--- src/design/tfn_pkg.sv ---
// ----------------------------------------------------------------------------
// tfn_pkg: shared types and constants of the triangle face normal unit
// Widths of the vertex store, the item fields and the sequencer states.
// ----------------------------------------------------------------------------
`default_nettype none
package tfn_pkg;
    localparam int MaxVertices = 1024;
    localparam int CoordBits   = 24;
    localparam int SlotBits    = $clog2(MaxVertices);
    localparam int EdgeBits    = CoordBits + 1;
    localparam int CrossBits   = 2 * EdgeBits + 1;
    localparam int MagBits     = 30;
    localparam int SumBits     = 2 * MagBits + 2;
    localparam int RootBits    = SumBits / 2;
    localparam int QuotBits    = 15;
    localparam int OutBits     = 16;
    // Dividend is a magnitude scaled by 2^14: one step per dividend bit
    localparam int DivSteps    = MagBits + 14;
    localparam logic [QuotBits-1:0] OneQ14 = 15'd16384;

    typedef enum logic [3:0] {
        ST_IDLE, ST_RD_A, ST_RD_B, ST_RD_C, ST_EDGE, ST_MUL, ST_NORM,
        ST_SQR, ST_ROOT, ST_DIV, ST_OUT
    } t_state;

    // Request to the shared divide/root unit.
    typedef struct packed {
        logic                 start;
        logic                 root;
        logic [SumBits-1:0]   num;
        logic [RootBits-1:0]  den;
    } t_alu_req;

    typedef struct packed {
        logic                 done;
        logic [RootBits-1:0]  res;
    } t_alu_rsp;
endpackage
`default_nettype wire

--- src/design/tfn_alu.sv ---
// ----------------------------------------------------------------------------
// tfn_alu: shared serial unit for integer square root and division
// Produces one result bit per cycle; division leaves a 31-bit quotient in the result.
// ----------------------------------------------------------------------------
`default_nettype none
module tfn_alu (
    input  wire logic              i_clk,
    input  wire logic              i_rst_n,
    input  wire tfn_pkg::t_alu_req i_req,
    output tfn_pkg::t_alu_rsp      o_rsp
);
    localparam int SB = tfn_pkg::SumBits;
    localparam int RB = tfn_pkg::RootBits;
    localparam int DS = tfn_pkg::DivSteps;

    logic          r_busy, n_busy;
    logic          r_root, n_root;
    logic [5:0]    r_cnt, n_cnt;
    logic [SB-1:0] r_num, n_num;
    logic [SB+1:0] r_rem, n_rem;
    logic [RB-1:0] r_res, n_res;
    logic [RB-1:0] r_den, n_den;
    logic          r_done, n_done;
    logic [SB+1:0] w_trial;

    always_comb begin
        n_busy = r_busy; n_root = r_root; n_cnt = r_cnt; n_num = r_num;
        n_rem = r_rem; n_res = r_res; n_den = r_den; n_done = 1'b0;
        w_trial = '0;
        if (i_req.start) begin
            n_busy = 1'b1; n_root = i_req.root; n_num = i_req.num; n_den = i_req.den;
            n_rem = '0; n_res = '0;
            n_cnt = i_req.root ? 6'(RB) : 6'(DS);
        end else if (r_busy) begin
            // Take two bits (root) or one bit (divide) per step
            if (r_root) begin
                n_rem   = {r_rem[SB-1:0], r_num[SB-1 -: 2]};
                n_num   = {r_num[SB-3:0], 2'b00};
                w_trial = {(SB+2-RB-2)'(0), r_res, 2'b01};
                if (n_rem >= w_trial) begin
                    n_rem = n_rem - w_trial;
                    n_res = {r_res[RB-2:0], 1'b1};
                end else begin
                    n_res = {r_res[RB-2:0], 1'b0};
                end
            end else begin
                n_rem   = {r_rem[SB:0], r_num[SB-1]};
                n_num   = {r_num[SB-2:0], 1'b0};
                w_trial = {(SB+2-RB)'(0), r_den};
                if (n_rem >= w_trial) begin
                    n_rem = n_rem - w_trial;
                    n_res = {r_res[RB-2:0], 1'b1};
                end else begin
                    n_res = {r_res[RB-2:0], 1'b0};
                end
            end
            n_cnt = r_cnt - 6'd1;
            if (r_cnt == 6'd1) begin
                n_busy = 1'b0; n_done = 1'b1;
            end
        end
    end

    always_ff @(posedge i_clk) begin
        if (!i_rst_n) begin
            r_busy <= 1'b0; r_done <= 1'b0; r_cnt <= '0;
        end else begin
            r_busy <= n_busy; r_done <= n_done; r_cnt <= n_cnt;
        end
        r_root <= n_root; r_num <= n_num; r_rem <= n_rem;
        r_res <= n_res; r_den <= n_den;
    end

    assign o_rsp.done = r_done;
    assign o_rsp.res  = r_res;
endmodule
`default_nettype wire

--- config.mk ---
export PLATFORM = sky130hd
export DESIGN_NAME = tfn_alu
export DESIGN_NICKNAME = d
export VERILOG_FILES = /design/src/design/tfn_pkg.sv /design/src/design/tfn_alu.sv
export SDC_FILE = /design/constraint.sdc
export NUM_CORES = 1
export LEC_CHECK = 0
export BUFFER_PORTS_ARGS = -buffer_cell sky130_fd_sc_hd__buf_2
export CAP_MARGIN = 20
export CELL_PAD_IN_SITES_DETAIL_PLACEMENT = 0
export CELL_PAD_IN_SITES_GLOBAL_PLACEMENT = 1
export CORE_MARGIN = 4
export CORE_UTILIZATION = 25
export CTS_CLUSTER_SIZE = 28
export DETAILED_ROUTE_END_ITERATION = 10
export PLACE_DENSITY = 0.45
export SLEW_MARGIN = 20
export SYNTH_ARGS = -nofsm -noshare
export SYNTH_HDL_FRONTEND = slang
export SYNTH_SLANG_ARGS = --single-unit
--- constraint.sdc ---
create_clock -name i_clk -period 4.8 [get_ports i_clk]
set_clock_uncertainty 0.1 [all_clocks]
set_input_delay 0 -clock i_clk [delete_from_list [all_inputs] [get_ports i_clk]]
set_output_delay 0 -clock i_clk [all_outputs]
set_load 0.03 [all_outputs]
Word-level counts from Yosys, hierarchy flattened
Index checks and enable logic that the tools add are counted.
{"block": "word_totals", "ff_bits": 196, "latch_bits": 0, "mem_bits_rw": 0, "mem_bits_ro": 0, "input_bits": 97, "output_inout_bits": 32, "n_memories": 0}
{"block": "op_classes", "addsub": 3, "n_mul": 0, "div": 0, "magnitude_cmp": 2, "n_eq_ne": 1, "shift": 0, "n_mux": 16, "n_bitwise": 2, "reduce_logical": 2}
{"operator": "$mux 63", "n": 3}
{"operator": "$mux 62", "n": 3}
{"operator": "$ge 64x31->1", "n": 1}
{"operator": "$ge 64x33->1", "n": 1}
{"operator": "$sub 63x31->63", "n": 1}
{"operator": "$sub 63x33->63", "n": 1}
{"operator": "$mux 6", "n": 3}
{"operator": "$mux 1", "n": 7}
{"operator": "$eq 6x1->1 const B", "n": 1}
{"operator": "$sub 6x1->6 const B", "n": 1}
{"operator": "$reduce_or 3->1", "n": 1}
{"operator": "$not 1->1", "n": 2}
{"operator": "$reduce_bool 2->1", "n": 1}

Logic depth before layout (Yosys ltp)
{"block": "logic_depth", "ltp_word": 4, "ltp_mapped": 16, "ltp_nobuf": 13}

Worst setup path before layout
No wires, ideal clock.
{"block": "synth_timing", "path_type": "register to register", "start": "reg r_num[61]", "end": "reg r_rem[45]", "setup_time_ns": 0.128, "arrival_time_ns": 3.295, "required_time_ns": 4.572, "setup_slack_ns": 1.277, "stages_incl_launch_ff": 14, "synth_period_minus_slack_ns": 3.523, "path_cell_list": "edfxtp_1 > inv_1 > ha_1 > fa_1 > and2b_1 > o31a_2 > o21ai_2 > a31oi_2 > a31oi_1 > o21ba_4 > or4_4 > or4_1 > xor2_1 > o211ai_2"}
{"block": "synth_via", "elab_chain_cells": 3}
{"item": "from (decl)", "line_no": "tfn_alu.sv:19", "text": "logic [SB-1:0] r_num, n_num;"}
{"item": "from (signal assigned)", "line_no": "tfn_alu.sv:70", "text": "r_root <= n_root; r_num <= n_num; r_rem <= n_rem;"}
{"item": "$sub 63x31->63 (tied with other cells)", "line_no": "tfn_alu.sv:51", "text": "n_rem = n_rem - w_trial;"}
{"item": "$mux 63, on equally long branches", "line_no": "tfn_alu.sv:50, tfn_alu.sv:40"}
{"item": "$mux 63 *", "line_no": "tfn_alu.sv:36", "text": "if (r_root) begin"}
{"item": "to (signal assigned)", "line_no": "tfn_alu.sv:70"}
{"item": "to (decl)", "line_no": "tfn_alu.sv:20", "text": "logic [SB+1:0] r_rem, n_rem;"}
Every way passes the cells marked *; elsewhere a longest branch is shown, timed or not.
A chain may end at the register's enable or synchronous reset.

Final worst setup path
{"block": "layout_timing", "start": "reg r_num[61]", "end": "reg r_rem[54]"}
Same word-level chain as after synthesis.

==> qor.csv <==
stage,metric,value,unit
status,status,finished clean,
sta,rsz0062_at_grt,false,
sta,fin_tns_setup,0,ps
synth,ys_seq_area_share,34.9,%
pwr,cellPowerDensity,776,nW/um2
layout,finish.utilization,31.1,%
place,place.gp.congestion,0.818,
clock_tree,cts_max_path_buffers,2,
route,top_layer,met4,
pwr,pwr-share-clk,11.4,%
pwr,irDropWorstVdd,0.000383,V
setup_path,cpMaxStageDelayCell,nor4_1,
pwr,cellInternalPower,6.39,mW
synth,ys_dominant_reg_cell,dfxtp_1,
grt,grt_max_degree,81,
floorplan,fp-row-count,86,
route,dr.pass1.iters,6,
place,port_buffers,128,
place,dp.cells,2432,
route,via_per_inst,4.77,
layout,regArea,4870,um2
pwr,p_sw_share,52.0,%
layout,syn2layout_area_growth,23.1,%
synth,syn-num-nets,1802,
clock_tree,cts_inserted_buffers,17,
floorplan,dieArea,59600,um2
synth,yosys_warnings,0,
route,wl,47.3,mm
synth,syn_avg_cell_area,8.51,um2
synth,synth_edf_count,94,
route,met2WireLength,19.9,mm
floorplan,core,55100,um2
setup_path,worstSetupStartpointType,flop,
synth,synthCells,1638,
sta,finalSetupViolations,0,
grt,grt_pass1_wl,74.4,mm
floorplan,pin_count,129,
grt,grt_pass1_vias,12500,
pwr,combPwrFrac,68.7,%
grt,globalRouteOverflowTotal,0,
floorplan,start_util,25.3,%
synth,ys_seq_elements,196,
clock_tree,root_buffer,clkbuf_16,
synth,synth_top_area_share,20.3,%
clock_tree,clk_latency,490,ps
place,place_hpwl,34.9,mm
setup_path,cp_cell_sequence,inv_1 > ha_1 > fa_1 > and2b_1 > o31a_2 > o21ai_2 > a31oi_2 > a31oi_1 > o21ba_4 > nor4_1 > nand2_1 > xnor2_1 > a221o_1,
pwr,power.leakage,6.93,nW
setup_path,max_stage_delay,840,ps
clock_tree,clkTransAtPathRegs,80,ps
pwr,power,13.3,mW
route,wl_met1,25.2,mm
setup_path,cp-end-kind,flop,
floorplan,die_h,244,um
synth,yosys-top-cells-area,"edfxtp_1 (20%), dfxtp_1 (15%), mux2i_1 (7.0%)",
route,drc,0,
route,wl_met3,1.56,mm
sta,drv_slew,0,
route,antenna_left,0,
synth,synth.distinct_cells,86,
synth,synthesis.area,13900,um2
place,placed_area,15200,um2
layout,num_antenna_cells,0,
clock_tree,cts.sinks,196,
pwr,p_seq_share,19.9,%
clock_tree,h-tree-depth,4,
sta,tightest_slew,1050,ps
sta,fin_crit_sh,88.4,%
grt,grt_usage,15.8,%
layout,design_area,17100,um2
layout,n_fill_cell,5940,
setup_path,critPathMaxFanout,6,
setup_path,critical_path_arrival,4520,ps
sta,slew_headroom,29.4,%
layout,final_cell_count_no_fill,2597,
synth,synth.largest_area_cell,edfxtp_1,
layout,layout-drive-gt1-share,12.5,%
grt,antenna_found_initial,0,
setup_path,crit_type,reg -> reg,
pwr,power.switching,6.91,mW
synth,synthArstFlopShare,0,%
floorplan,die_w,244,um
worst_hold_path,hp-class,in -> reg,
sta,period_needed,4240,ps
route,wire_per_inst,18.2,um
sta,max_freq,236,MHz
route,vias,12400,
flow_run,drv_cap,0,
clock_tree,cts_tree,done,
layout,final_nets,2000,
sta,hold_violations,0,
setup_path,crit_required,5080,ps
route,drt_iter0_drc,821,
layout,multi_input_area,8270,um2
==> path summary, 6_finish.rpt <==
kind,startpoint,to,slack [ps],depth (start not counted)
max reg2reg,r_num[61]$_DFFE_PP_,r_rem[54]$_SDFFE_PP0P_,560,13
max,r_num[61]$_DFFE_PP_,r_rem[54]$_SDFFE_PP0P_,560,13
min,i_req[4],r_den[4]$_DFFE_PP_,120,2
min reg2reg,r_rem[62]$_SDFFE_PP0P_,r_rem[62]$_SDFFE_PP0P_,430,1
==> synthesized netlist by cell type (all sizes together) (26+ instances only) <==
master	number
inv	82
o21ai	146
xnor2	60
ha	66
clkbuf	69
nor3	33
mux2i	98
xor2	48
dfxtp	102
a21o	26
o211ai	28
buf	39
nor2	128
nand2	193
a21oi	105
edfxtp	94
nand3	27
nor4	26
==> cell type report <==
class | instances | share of cell area, %
multi-input cells | 1251 | 48.2
flip-flops and latches | 196 | 28.4
repair buffers | 287 | 12.7
well taps | 748 | 5.46
clock buffers | 18 | 2.50
inverters | 83 | 1.82
clock inverters | 14 | 0.883
==> layer usage <==
metal  GRT usage (%)  vias to the layer above
li1                -                     6333
met5               0                        -
met3            2.99                       29
met2            23.2                      210
met1            23.7                     5819
met4            3.78                        0
==> what timing repair did <==
action	in CTS	in global routing
endpoints found under the hold margin	114	0
resized for setup	0	0
hold buffers	133	0
setup buffers	0	0
==> kinds of logic after synthesis <==
family / synth area share (%)
and+or+nand+nor: 18.1
AOI/OAI and AO/OA: 21.1
DFF: 34.9
buffers and inverters: 5.82
xor gates and xnor gates: 6.79
muxes: 7.20
adders and majority gates: 6.07
==> power groups by stage <==
stage               Combinational, mW  Sequential [mW]  Clock (mW)
floorplan                        6.88             2.31           0
global placement                 9.13             2.69           0
detailed placement               8.98             2.68           0
CTS                              9.14             2.64        1.58
global route                     10.2             2.71        1.63
finish                           9.14             2.65        1.51
==> cell usage in the layout (no fill, tap or decap), types with 81 or more instances in the layout <==
| master | instances |
|---|---|
| mux2i_1 | 98 |
| dlygate4sd3_1 | 133 |
| nor2_1 | 126 |
| inv_1 | 81 |
| dfxtp_1 | 101 |
| nand2_1 | 192 |
| edfxtp_1 | 94 |
| a21oi_1 | 104 |
| o21ai_0 | 137 |
| buf_2 | 127 |
==> critical path: cells and delay by family (launching register included) <==
kind,cells,cell delay [ps]
AO/OA/AOI/OAI,6,1400
XOR/XNOR,1,170
adder cells (fa/ha/maj),2,650
buffers and inverters,1,130
flip-flops,1,460
AND/OR/NAND/NOR,3,1250
==> through the flow <==
stage	setup WS, ps	hold slack, ps
after global routing	294	91.4
final	557	123
after CTS	513	61.8
after global placement	550	77.9
after detailed placement	527	78.3
after floorplan	1280	-1.13
==> flip-flops by register name, summed over array words and instances, names as in the netlist <==
name    count
r_res      31
r_cnt       6
r_den      31
r_num      62
r_root      1
r_rem      63
r_done      1
r_busy      1
Power figures use the tool's default switching activity.
